`src/sv/jtok_pkg.sv`:
```
package jtok_pkg;

  localparam int MAX_DEPTH_DEF   = 16;
  localparam int POS_BITS_DEF    = 24;
  localparam int QUEUE_DEPTH     = 2;

  localparam logic [7:0] CH_QUOTE    = 8'h22;
  localparam logic [7:0] CH_LBRACE   = 8'h7B;
  localparam logic [7:0] CH_LBRACKET = 8'h5B;
  localparam logic [7:0] CH_RBRACE   = 8'h7D;
  localparam logic [7:0] CH_RBRACKET = 8'h5D;
  localparam logic [7:0] CH_BSLASH   = 8'h5C;
  localparam logic [7:0] CH_COMMA    = 8'h2C;
  localparam logic [7:0] CH_COLON    = 8'h3A;
  localparam logic [7:0] CH_SPACE    = 8'h20;
  localparam logic [7:0] CH_TAB      = 8'h09;
  localparam logic [7:0] CH_CR       = 8'h0D;
  localparam logic [7:0] CH_LF       = 8'h0A;
  localparam logic [7:0] CH_NUL      = 8'h00;

  localparam logic [1:0] TT_OBJECT    = 2'd0;
  localparam logic [1:0] TT_ARRAY     = 2'd1;
  localparam logic [1:0] TT_STRING    = 2'd2;
  localparam logic [1:0] TT_PRIMITIVE = 2'd3;

  typedef enum logic [2:0] {
    ST_TOKEN     = 3'd0,
    ST_DONE      = 3'd1,
    ST_UNCLOSED  = 3'd2,
    ST_MISMATCH  = 3'd3,
    ST_OVERFLOW  = 3'd4,
    ST_NO_OPENER = 3'd5
  } status_t;

  // byte class, as handed from front to back
  typedef struct packed {
    logic quote;
    logic lbrace;
    logic lbracket;
    logic rbrace;
    logic rbracket;
    logic bslash;
    logic ws;
    logic comma;
    logic colon;
    logic zero;
    logic fin;
  } cls_t;

endpackage

```
`src/sv/jtok_front.sv`:
```
module jtok_front (
  input  logic               clk,
  input  logic               rst,
  input  logic               in_valid,
  output logic               in_stall,
  input  logic [7:0]         text_byte,
  input  logic               final_byte,
  output logic               q_valid,
  output jtok_pkg::cls_t     q_cls,
  input  logic               q_pop
);

  localparam int QD = jtok_pkg::QUEUE_DEPTH;
  localparam int QW = (QD > 1) ? $clog2(QD) : 1;
  localparam int CW = $clog2(QD + 1);

  jtok_pkg::cls_t cls;
  jtok_pkg::cls_t q [QD];
  logic [QW-1:0]  wp;
  logic [QW-1:0]  rp;
  logic [CW-1:0]  cnt;
  logic           push;

  always_comb begin
    cls.quote    = (text_byte == jtok_pkg::CH_QUOTE);
    cls.lbrace   = (text_byte == jtok_pkg::CH_LBRACE);
    cls.lbracket = (text_byte == jtok_pkg::CH_LBRACKET);
    cls.rbrace   = (text_byte == jtok_pkg::CH_RBRACE);
    cls.rbracket = (text_byte == jtok_pkg::CH_RBRACKET);
    cls.bslash   = (text_byte == jtok_pkg::CH_BSLASH);
    cls.ws       = (text_byte == jtok_pkg::CH_SPACE) || (text_byte == jtok_pkg::CH_TAB) ||
                   (text_byte == jtok_pkg::CH_CR) || (text_byte == jtok_pkg::CH_LF);
    cls.comma    = (text_byte == jtok_pkg::CH_COMMA);
    cls.colon    = (text_byte == jtok_pkg::CH_COLON);
    cls.zero     = (text_byte == jtok_pkg::CH_NUL);
    cls.fin      = final_byte;
  end

  assign in_stall = (cnt == CW'(QD));
  assign push     = in_valid && !in_stall;
  assign q_valid  = (cnt != '0);
  assign q_cls    = q[rp];

  always_ff @(posedge clk) begin
    if (push) begin
      q[wp] <= cls;
    end
  end

  always_ff @(posedge clk) begin
    if (rst) begin
      wp  <= '0;
      rp  <= '0;
      cnt <= '0;
    end else begin
      if (push) begin
        wp <= (wp == QW'(QD - 1)) ? '0 : wp + QW'(1);
      end
      if (q_pop) begin
        rp <= (rp == QW'(QD - 1)) ? '0 : rp + QW'(1);
      end
      if (push && !q_pop) begin
        cnt <= cnt + CW'(1);
      end else if (!push && q_pop) begin
        cnt <= cnt - CW'(1);
      end
    end
  end

endmodule

```
`src/sv/jtok_back.sv`:
```
module jtok_back #(
  parameter int MAX_DEPTH = jtok_pkg::MAX_DEPTH_DEF,
  parameter int POS_BITS  = jtok_pkg::POS_BITS_DEF
) (
  input  logic                clk,
  input  logic                rst,
  input  logic                q_valid,
  input  jtok_pkg::cls_t      q_cls,
  output logic                q_pop,
  output logic                out_valid,
  input  logic                out_stall,
  output logic [1:0]          token_type,
  output logic [POS_BITS-1:0] token_number,
  output logic [POS_BITS-1:0] token_begin,
  output logic [POS_BITS-1:0] token_finish,
  output logic [POS_BITS-1:0] child_count,
  output logic [2:0]          status,
  output logic                last_result
);

  localparam int DW = $clog2(MAX_DEPTH + 1);
  localparam int AW = $clog2(MAX_DEPTH);

  typedef enum logic [2:0] {
    M_GAP  = 3'b001,
    M_STR  = 3'b010,
    M_PRIM = 3'b100
  } mode_t;

  typedef struct packed {
    logic                kind;
    logic [POS_BITS-1:0] start;
    logic [POS_BITS-1:0] index;
    logic [POS_BITS-1:0] children;
  } ent_t;

  typedef struct packed {
    logic [1:0]          ttype;
    logic [POS_BITS-1:0] number;
    logic [POS_BITS-1:0] first;
    logic [POS_BITS-1:0] finish;
    logic [POS_BITS-1:0] children;
    jtok_pkg::status_t   st;
    logic                last;
  } res_t;

  function automatic res_t mk(logic [1:0] tt, logic [POS_BITS-1:0] num,
                              logic [POS_BITS-1:0] b, logic [POS_BITS-1:0] f,
                              logic [POS_BITS-1:0] ch, jtok_pkg::status_t s);
    res_t r;
    r.ttype    = tt;
    r.number   = num;
    r.first    = b;
    r.finish   = f;
    r.children = ch;
    r.st       = s;
    r.last     = 1'b0;
    return r;
  endfunction

  // control state
  mode_t               mode, mode_next;
  logic                prevbs, prevbs_next;
  logic [POS_BITS-1:0] pos, pos_next;
  logic [POS_BITS-1:0] pstart, pstart_next;
  logic [POS_BITS-1:0] tc, tc_next;
  logic [DW-1:0]       depth, depth_next;
  logic                err, err_next;

  // top of stack in registers, the rest in memory; below = entry under top
  ent_t                top, top_next;
  ent_t                below;
  ent_t                mem [MAX_DEPTH];
  logic                wr_en;
  ent_t                wr_data;
  logic [AW-1:0]       wa;
  logic [AW-1:0]       ra;

  // results
  res_t                cand [4];
  logic [3:0]          cv;
  res_t                slot [3];
  logic [1:0]          k;
  res_t                rbuf [3];
  logic [1:0]          rptr;
  logic [1:0]          rcnt;
  logic                out_acc;

  logic                ends;
  logic                gapbyte;
  logic                term;

  assign out_valid = (rcnt != 2'd0);
  assign out_acc   = out_valid && !out_stall;
  assign q_pop     = q_valid && ((rcnt == 2'd0) || ((rcnt == 2'd1) && !out_stall));

  assign ends = q_cls.zero || q_cls.fin;
  assign term = q_cls.ws || q_cls.comma || q_cls.rbrace || q_cls.rbracket;
  assign wa   = AW'(depth - DW'(1));
  assign ra   = AW'(depth_next - DW'(2));

  always_comb begin
    mode_next   = mode;
    prevbs_next = prevbs;
    pos_next    = pos;
    pstart_next = pstart;
    tc_next     = tc;
    depth_next  = depth;
    err_next    = err;
    top_next    = top;
    wr_en       = 1'b0;
    wr_data     = top;
    gapbyte     = 1'b0;
    cv          = '0;
    for (int i = 0; i < 4; i++) begin
      cand[i] = '0;
    end

    if (q_pop) begin
      if (err) begin
        if (ends) begin
          err_next = 1'b0;
          mode_next = M_GAP;
          prevbs_next = 1'b0;
          pos_next = '0;
          pstart_next = '0;
          tc_next = '0;
          depth_next = '0;
        end
      end else begin
        if (!q_cls.zero) begin
          case (mode)
            M_STR: begin
              if (!prevbs && q_cls.quote) begin
                cv[0]   = 1'b1;
                cand[0] = mk(jtok_pkg::TT_STRING, tc_next, pstart, pos, '0, jtok_pkg::ST_TOKEN);
                tc_next = tc_next + POS_BITS'(1);
                if (depth != '0) begin
                  top_next.children = top_next.children + POS_BITS'(1);
                end
                mode_next = M_GAP;
              end
              prevbs_next = prevbs ? 1'b0 : q_cls.bslash;
            end
            M_PRIM: begin
              if (term) begin
                cv[0]   = 1'b1;
                cand[0] = mk(jtok_pkg::TT_PRIMITIVE, tc_next, pstart, pos, '0,
                             jtok_pkg::ST_TOKEN);
                tc_next = tc_next + POS_BITS'(1);
                if (depth != '0) begin
                  top_next.children = top_next.children + POS_BITS'(1);
                end
                mode_next = M_GAP;
                gapbyte   = 1'b1;
              end
              prevbs_next = q_cls.bslash;
            end
            default: begin
              gapbyte     = 1'b1;
              prevbs_next = q_cls.bslash;
            end
          endcase

          if (gapbyte) begin
            if (q_cls.quote) begin
              mode_next   = M_STR;
              pstart_next = pos + POS_BITS'(1);
            end else if (q_cls.lbrace || q_cls.lbracket) begin
              if (depth == DW'(MAX_DEPTH)) begin
                err_next = 1'b1;
                cv[1]    = 1'b1;
                cand[1]  = mk(jtok_pkg::TT_OBJECT, '0, '0, pos, '0, jtok_pkg::ST_OVERFLOW);
              end else begin
                if (depth != '0) begin
                  top_next.children = top_next.children + POS_BITS'(1);
                  wr_en = 1'b1;
                end
                wr_data           = top_next;
                top_next.kind     = q_cls.lbracket;
                top_next.start    = pos;
                top_next.index    = tc_next;
                top_next.children = '0;
                depth_next        = depth + DW'(1);
                tc_next           = tc_next + POS_BITS'(1);
              end
            end else if (q_cls.rbrace || q_cls.rbracket) begin
              if (depth == '0) begin
                err_next = 1'b1;
                cv[1]    = 1'b1;
                cand[1]  = mk(jtok_pkg::TT_OBJECT, '0, '0, pos, '0, jtok_pkg::ST_NO_OPENER);
              end else if (top_next.kind != q_cls.rbracket) begin
                err_next = 1'b1;
                cv[1]    = 1'b1;
                cand[1]  = mk(jtok_pkg::TT_OBJECT, '0, '0, pos, '0, jtok_pkg::ST_MISMATCH);
              end else begin
                cv[1]      = 1'b1;
                cand[1]    = mk(q_cls.rbracket ? jtok_pkg::TT_ARRAY : jtok_pkg::TT_OBJECT,
                                top_next.index, top_next.start, pos, top_next.children,
                                jtok_pkg::ST_TOKEN);
                depth_next = depth - DW'(1);
                top_next   = below;
              end
            end else if (q_cls.ws || q_cls.comma || q_cls.colon) begin
              mode_next = M_GAP;
            end else begin
              mode_next   = M_PRIM;
              pstart_next = pos;
            end
          end
          pos_next = pos + POS_BITS'(1);
        end

        if (ends) begin
          if (!err_next) begin
            if (mode_next == M_STR || mode_next == M_PRIM) begin
              cv[2]   = 1'b1;
              cand[2] = mk((mode_next == M_STR) ? jtok_pkg::TT_STRING : jtok_pkg::TT_PRIMITIVE,
                           tc_next, pstart_next, pos_next, '0, jtok_pkg::ST_TOKEN);
              tc_next = tc_next + POS_BITS'(1);
            end
            cv[3]   = 1'b1;
            cand[3] = mk(jtok_pkg::TT_OBJECT, tc_next, '0, pos_next, '0,
                         (depth_next != '0) ? jtok_pkg::ST_UNCLOSED : jtok_pkg::ST_DONE);
          end
          err_next    = 1'b0;
          mode_next   = M_GAP;
          prevbs_next = 1'b0;
          pos_next    = '0;
          pstart_next = '0;
          tc_next     = '0;
          depth_next  = '0;
        end
      end
    end
  end

  // pack the candidates into consecutive slots
  always_comb begin
    k = 2'd0;
    for (int j = 0; j < 3; j++) begin
      slot[j] = '0;
    end
    for (int i = 0; i < 4; i++) begin
      if (cv[i] && (k != 2'd3)) begin
        slot[k] = cand[i];
        k = k + 2'd1;
      end
    end
    for (int j = 0; j < 3; j++) begin
      slot[j].last = ((2'(j) + 2'd1) == k);
    end
  end

  always_ff @(posedge clk) begin
    if (wr_en) begin
      mem[wa] <= wr_data;
    end
    below <= (wr_en && (wa == ra)) ? wr_data : mem[ra];
    top   <= top_next;
    if (q_pop) begin
      for (int j = 0; j < 3; j++) begin
        rbuf[j] <= slot[j];
      end
    end
  end

  always_ff @(posedge clk) begin
    if (rst) begin
      mode   <= M_GAP;
      prevbs <= 1'b0;
      pos    <= '0;
      pstart <= '0;
      tc     <= '0;
      depth  <= '0;
      err    <= 1'b0;
      rptr   <= 2'd0;
      rcnt   <= 2'd0;
    end else begin
      mode   <= mode_next;
      prevbs <= prevbs_next;
      pos    <= pos_next;
      pstart <= pstart_next;
      tc     <= tc_next;
      depth  <= depth_next;
      err    <= err_next;
      if (q_pop) begin
        rcnt <= k;
        rptr <= 2'd0;
      end else if (out_acc) begin
        rcnt <= rcnt - 2'd1;
        rptr <= rptr + 2'd1;
      end
    end
  end

  assign token_type   = rbuf[rptr].ttype;
  assign token_number = rbuf[rptr].number;
  assign token_begin  = rbuf[rptr].first;
  assign token_finish = rbuf[rptr].finish;
  assign child_count  = rbuf[rptr].children;
  assign status       = rbuf[rptr].st;
  assign last_result  = rbuf[rptr].last;

endmodule

```
`src/sv/json_tokenizer.sv`:
```
// channel | valid    | stall     | payload
// input   | in_valid | in_stall  | text_byte, final_byte
// output  | out_valid| out_stall | token_type, token_number, token_begin, token_finish,
//         |          |           | child_count, status, last_result
//
// One byte per cycle while each byte gives at most one result and out_stall is low;
// a byte giving n results holds the two-entry byte queue while the result
// register drains them; each result passes the byte queue and the result register.
// rst is synchronous; it clears control state, stack contents stay undefined.
// in_stall rises only when the byte queue is full; out_stall holds results and queue.
module json_tokenizer #(
  parameter int MAX_DEPTH = jtok_pkg::MAX_DEPTH_DEF,
  parameter int POS_BITS  = jtok_pkg::POS_BITS_DEF
) (
  input  logic                clk,
  input  logic                rst,
  input  logic                in_valid,
  output logic                in_stall,
  input  logic [7:0]          text_byte,
  input  logic                final_byte,
  output logic                out_valid,
  input  logic                out_stall,
  output logic [1:0]          token_type,
  output logic [POS_BITS-1:0] token_number,
  output logic [POS_BITS-1:0] token_begin,
  output logic [POS_BITS-1:0] token_finish,
  output logic [POS_BITS-1:0] child_count,
  output logic [2:0]          status,
  output logic                last_result
);

  logic           q_valid;
  logic           q_pop;
  jtok_pkg::cls_t q_cls;

  jtok_front u_front (
    .clk        (clk),
    .rst        (rst),
    .in_valid   (in_valid),
    .in_stall   (in_stall),
    .text_byte  (text_byte),
    .final_byte (final_byte),
    .q_valid    (q_valid),
    .q_cls      (q_cls),
    .q_pop      (q_pop)
  );

  jtok_back #(
    .MAX_DEPTH (MAX_DEPTH),
    .POS_BITS  (POS_BITS)
  ) u_back (
    .clk          (clk),
    .rst          (rst),
    .q_valid      (q_valid),
    .q_cls        (q_cls),
    .q_pop        (q_pop),
    .out_valid    (out_valid),
    .out_stall    (out_stall),
    .token_type   (token_type),
    .token_number (token_number),
    .token_begin  (token_begin),
    .token_finish (token_finish),
    .child_count  (child_count),
    .status       (status),
    .last_result  (last_result)
  );

endmodule

```
`config.mk`:
```
export PLATFORM = sky130hd
export DESIGN_NAME = json_tokenizer
export DESIGN_NICKNAME = d
export VERILOG_FILES = /design/src/sv/jtok_pkg.sv /design/src/sv/jtok_front.sv /design/src/sv/jtok_back.sv /design/src/sv/json_tokenizer.sv
export SDC_FILE = /design/constraint.sdc
export NUM_CORES = 2
export LEC_CHECK = 0
export ABC_AREA = 0
export BUFFER_PORTS_ARGS = -buffer_cell sky130_fd_sc_hd__buf_2
export CAP_MARGIN = 20
export CORE_MARGIN = 2
export CORE_UTILIZATION = 44
export CTS_CLUSTER_DIAMETER = 200
export DETAILED_ROUTE_END_ITERATION = 8
export SLEW_MARGIN = 20
export SYNTH_ARGS = -nofsm -noshare
export SYNTH_HDL_FRONTEND = slang
export SYNTH_SLANG_ARGS = --single-unit
```
`constraint.sdc`:
```
create_clock -name clk -period 8.04 [get_ports clk]
set_input_delay 2.412 -clock clk [delete_from_list [all_inputs] [get_ports clk]]
set_output_delay 2.412 -clock clk [all_outputs]
set_load 0.005 [all_outputs]
```
==> qor_table.md <==
| Step | Quantity | Reported |
|:---|:---|:---|
| critical path | Largest driver fanout on the critical path | 19 |
| final layout | P&R area growth vs syn | 12.0% |
| synthesis | Top cell type's share of synthesized area | 64.7% |
| cts | Total of hold buffers inserted after clock tree synthesis | 0 |
| global route | GR Util All Layers | 22.2% |
| min path | Number of cells traversed by the worst hold path | 2 |
| cts | Clock tree from TritonCTS | built |
| floorplanning | Die height | 407 um |
| synthesis | Unique cell type count in the Yosys netlist | 98 |
| cts | Number of gates given a new drive strength after cts | 0 |
| drt | Via total after detailed routing | 42300 |
| synthesis | Number of warnings reported in the yosys synthesis log | 0 |
| final layout | Fillers | 13600 |
| critical path | Number of cells on the worst reg-to-reg path | 17 |
| synthesis | Number of instances in the synthesized netlist | 4669 |
| drt | Routed wirelength normalized by instance count | 26.4 um |
| drt | Via/cell ratio | 6.00 |
| global route | Maximum number of pins on one net before global-route repair | 135 |
| pwr | Peak supply drop | 0.350 mV |
| cts | CTS max path bufs | 3 |
| timing | Final hold vios | 0 |
| pwr | Static leakage | 25.4 nW |
| synthesis | Dominant cell by count in the synthesized netlist | sky130_fd_sc_hd__edfxtp_1 |
| synthesis | Number of synthesized flops with an enable pin | 1544 |
| timing | Transition time at the pin with the least slew margin | 1.18 ns |
| global route | Number of global-route vias before repair | 41200 |
| min path | Startpoint of the lowest-slack hold path | u_front.cnt[1]$_SDFFE_PP0P_ |
| critical path | Worst Path Required | 8.54 ns |
| cts | Clock-pin transition on the worst setup and hold timing paths | 0.06 ns |
| cts | CTS Root Buffer Type | sky130_fd_sc_hd__clkbuf_16 |
| cts | Total number of H-tree levels | 4 |
| timing | Slew Limit Headroom | 21.4% |
| critical path | Critical Path Sink Type | flip-flop |
| drt | Number of nets with antenna violations after routing | 0 |
| min path | End point of the most critical hold path | u_front.cnt[1]$_SDFFE_PP0P_ |
| floorplanning | Overall die width | 407 um |
| job | MaxCap Viol Count | 0 |
| timing | Setup violators final | 0 |
| floorplanning | Core area | 162000 um2 |
| synthesis | Cell type with the highest aggregate area in the netlist | sky130_fd_sc_hd__edfxtp_1 |
| final layout | Post-layout utilization of the core | 49.5% |
| synthesis | #FFs+latches synth | 1641 |
| critical path | Setup CP Type | flip-flop to flip-flop |
| drt | Number of DRC violations after detailed routing | 0 |
| timing | Period utilization | 84.8% |
| synthesis | Post-Syn Area per Cell | 15.3 um2 |
| cts | Post-CTS Setup Inserts | 0 |
| global route | Overall overflow remaining after global route | 0 |
| drt | First DRT Iteration DRCs | 5124 |
| timing | Post-route minimum period | 6.82 ns |
| critical path | Worst setup slack for register-to-register paths | 1.22 ns |
| timing | Worst hold margin | 0.517 ns |
| synthesis | Post-synth ARST share | 0% |
| cts | Clock Sinks | 1641 |
| critical path | Reg-to-reg endpoint | u_back.rbuf[1][99]$_DFFE_PP_ |
| floorplanning | Total die area | 166000 um2 |
| global route | Number of antenna violations at the first check in global routing | 11 |
| timing | Final setup TNS | 0 ns |
| cts | Clock buffers created by TritonCTS | 169 |
| synthesis | Net count after synthesis | 4710 |
| timing | Skew final | 0.0289 ns |
| final layout | Layout cell share with drive strength beyond 1 | 19.0% |
| synthesis | Register area share after synthesis | 67.4% |
| pwr | Power density normalized to cell area | 287 nW/um2 |
| cts | Clock latency at the later pin of the worst-skew pair | 0.82 ns |
| synthesis | Synth Cell Area | 71600 um2 |
| critical path | Worst path arrival time | 7.32 ns |
| floorplanning | I/O pins | 117 |
| min path | Path type of the worst min-delay path | flip-flop to flip-flop |
| placed design | Half-perimeter wire length of the detailed placement result | 111000 um |
| drt | First-pass DRT Iterations | 5 |
| drt | WL final | 186000 um |
| synthesis | Largest cells by area after synthesis | sky130_fd_sc_hd__edfxtp_1 (65%), sky130_fd_sc_hd__mux4_2 (11%), sky130_fd_sc_hd__dfxtp_1 (2.7%), sky130_fd_sc_hd__nor2_1 (2.0%), sky130_fd_sc_hd__o21ai_0 (1.9%) |
| placed design | Placer's final routability congestion estimate | 0.904 |
| timing | Pins Over Slew Limit | 0 |
| floorplanning | Cell Rows | 148 |
| synthesis | Commonest cells post-synth | sky130_fd_sc_hd__edfxtp_1 (1544), sky130_fd_sc_hd__nor2_1 (387), sky130_fd_sc_hd__mux4_2 (365) |
| synthesis | Most instantiated flip-flop cell in the synthesis netlist | sky130_fd_sc_hd__edfxtp_1 |
| global route | Global-route wire length before repair | 276000 um |
| timing | Highest achievable clock rate | 147 MHz |
| timing | RSZ-0062 raised after global routing | false |
| placed design | Input/output buffers | 116 |
| floorplanning | Starting Density | 44.2% |
| run status | Result of the run | finished clean |
| final layout | Number of nets in the finished design | 4785 |
| critical path | Critical Path Start Type | flip-flop |
[cell type report]
class | count | area (um2) | area share (%)
clock inverters | 96 | 886 | 1.10
flip-flops and latches | 1641 | 48300 | 60.2
well taps | 2175 | 2720 | 3.39
multi-input cells | 2639 | 22000 | 27.4
diodes | 2 | 5.00 | 0.00624
clock buffers | 212 | 4470 | 5.57
repair buffers | 227 | 1610 | 2.01
inverters | 66 | 258 | 0.321
[sequential cells by signal, indices dropped and copies added (netlist names), named ones only]
signal,count
u_back.pos,24
u_back.rbuf,281
u_back.err,1
u_back.mode,3
u_back.mem,1168
u_back.prevbs,1
u_back.depth,5
u_back.top,73
u_front.rp,1
u_back.rcnt,2
u_front.wp,1
u_front.cnt,2
u_back.tc,24
u_front.q,22
u_back.rptr,2
u_back.pstart,24
[worst max path at each step]
stage | startpoint | endpoint | slack [ns] | cells past startpoint
3_5_place_dp | out_stall | u_back.rbuf[2][38]$_DFFE_PP_ | 0.72 | 19
3_3_place_gp | out_stall | u_back.rbuf[2][43]$_DFFE_PP_ | 0.86 | 19
2_1_floorplan | out_stall | flip-flop | 0.49 | 8
5_1_grt | flip-flop | u_back.rbuf[1][99]$_DFFE_PP_ | 0.88 | 17
4_1_cts | flip-flop | u_back.rbuf[1][99]$_DFFE_PP_ | 1.30 | 17
6_report | flip-flop | u_back.rbuf[1][99]$_DFFE_PP_ | 1.22 | 17
[kinds of logic after synthesis]
kind of cell	synth area share, %
xor gates and xnor gates	1.34
and+or+nand+nor	7.77
buffers and inverters	2.11
adders and majority gates	0.489
AOI/OAI and AO/OA	7.70
muxes	13.1
DFF	67.4
[report_power, final]
group	switching [mW]	internal, mW
registers	0.532	10.7
clock network	3.30	4.34
logic	2.77	1.32
[per-layer routing]
layer	track usage (%)	share of wire [%]
met5	0	0.0070
met4	6.56	2.6
met3	3.68	7.5
met2	34.5	46
met1	32.4	44
[cells in the final DEF (no fill, tap or decap), types with 23 or more instances in the layout]
| cell | instances |
|---|---|
| sky130_fd_sc_hd__edfxtp_1 | 1544 |
| sky130_fd_sc_hd__nor2_1 | 381 |
| sky130_fd_sc_hd__mux4_2 | 365 |
| sky130_fd_sc_hd__nand2_1 | 334 |
| sky130_fd_sc_hd__o21ai_0 | 276 |
| sky130_fd_sc_hd__clkbuf_16 | 170 |
| sky130_fd_sc_hd__a21oi_1 | 147 |
| sky130_fd_sc_hd__nand3_1 | 121 |
| sky130_fd_sc_hd__buf_2 | 115 |
| sky130_fd_sc_hd__mux2i_1 | 109 |
| sky130_fd_sc_hd__buf_4 | 97 |
| sky130_fd_sc_hd__dfxtp_1 | 91 |
| sky130_fd_sc_hd__nor3_1 | 71 |
| sky130_fd_sc_hd__inv_1 | 61 |
| sky130_fd_sc_hd__xnor2_1 | 59 |
| sky130_fd_sc_hd__a22oi_1 | 50 |
| sky130_fd_sc_hd__o22ai_1 | 47 |
| sky130_fd_sc_hd__xor2_1 | 46 |
| sky130_fd_sc_hd__a22o_1 | 44 |
| sky130_fd_sc_hd__and2_1 | 43 |
| sky130_fd_sc_hd__clkinv_1 | 42 |
| sky130_fd_sc_hd__and3_1 | 39 |
| sky130_fd_sc_hd__o211ai_1 | 36 |
| sky130_fd_sc_hd__clkbuf_1 | 36 |
| sky130_fd_sc_hd__nand4_1 | 30 |
| sky130_fd_sc_hd__ha_1 | 28 |
| sky130_fd_sc_hd__a31oi_1 | 26 |
| sky130_fd_sc_hd__nor4_1 | 23 |
[critical path, stage by stage (launching register included)]
cell and delay [ns]:
sky130_fd_sc_hd__dfxtp_1 0.87, sky130_fd_sc_hd__nor3b_4 0.52, sky130_fd_sc_hd__a2bb2oi_4 0.41, sky130_fd_sc_hd__inv_4 0.17, sky130_fd_sc_hd__ha_1 0.31, sky130_fd_sc_hd__nor4bb_1 0.27, sky130_fd_sc_hd__a311o_1 0.24, sky130_fd_sc_hd__ha_1 0.17
sky130_fd_sc_hd__nand4_1 0.37, sky130_fd_sc_hd__or4_1 0.67, sky130_fd_sc_hd__nand2_1 0.23, sky130_fd_sc_hd__nand2_2 0.14, sky130_fd_sc_hd__o31a_1 0.32, sky130_fd_sc_hd__o31ai_4 0.59, sky130_fd_sc_hd__nand4_2 0.38, sky130_fd_sc_hd__nor4_4 0.50
sky130_fd_sc_hd__o21a_1 0.18, sky130_fd_sc_hd__o21ai_0 0.14
[through the flow]
| stage | power [mW] | instances | worst slack [ns] | area [um2] |
|---|---|---|---|---|
| global placement | 15.5 | 6747 | 0.865 | 74800 |
| CTS | 23.1 | 7056 | 1.30 | 80200 |
| global route | 23.9 | 7058 | 0.877 | 80200 |
| floorplan | 13.9 | 4669 | 0.492 | 71600 |
| detailed placement | 15.5 | 6748 | 0.717 | 74800 |
| finish | 23.0 | 7058 | 1.22 | 80200 |
Note: power is estimated with default switching activity, not from simulation.
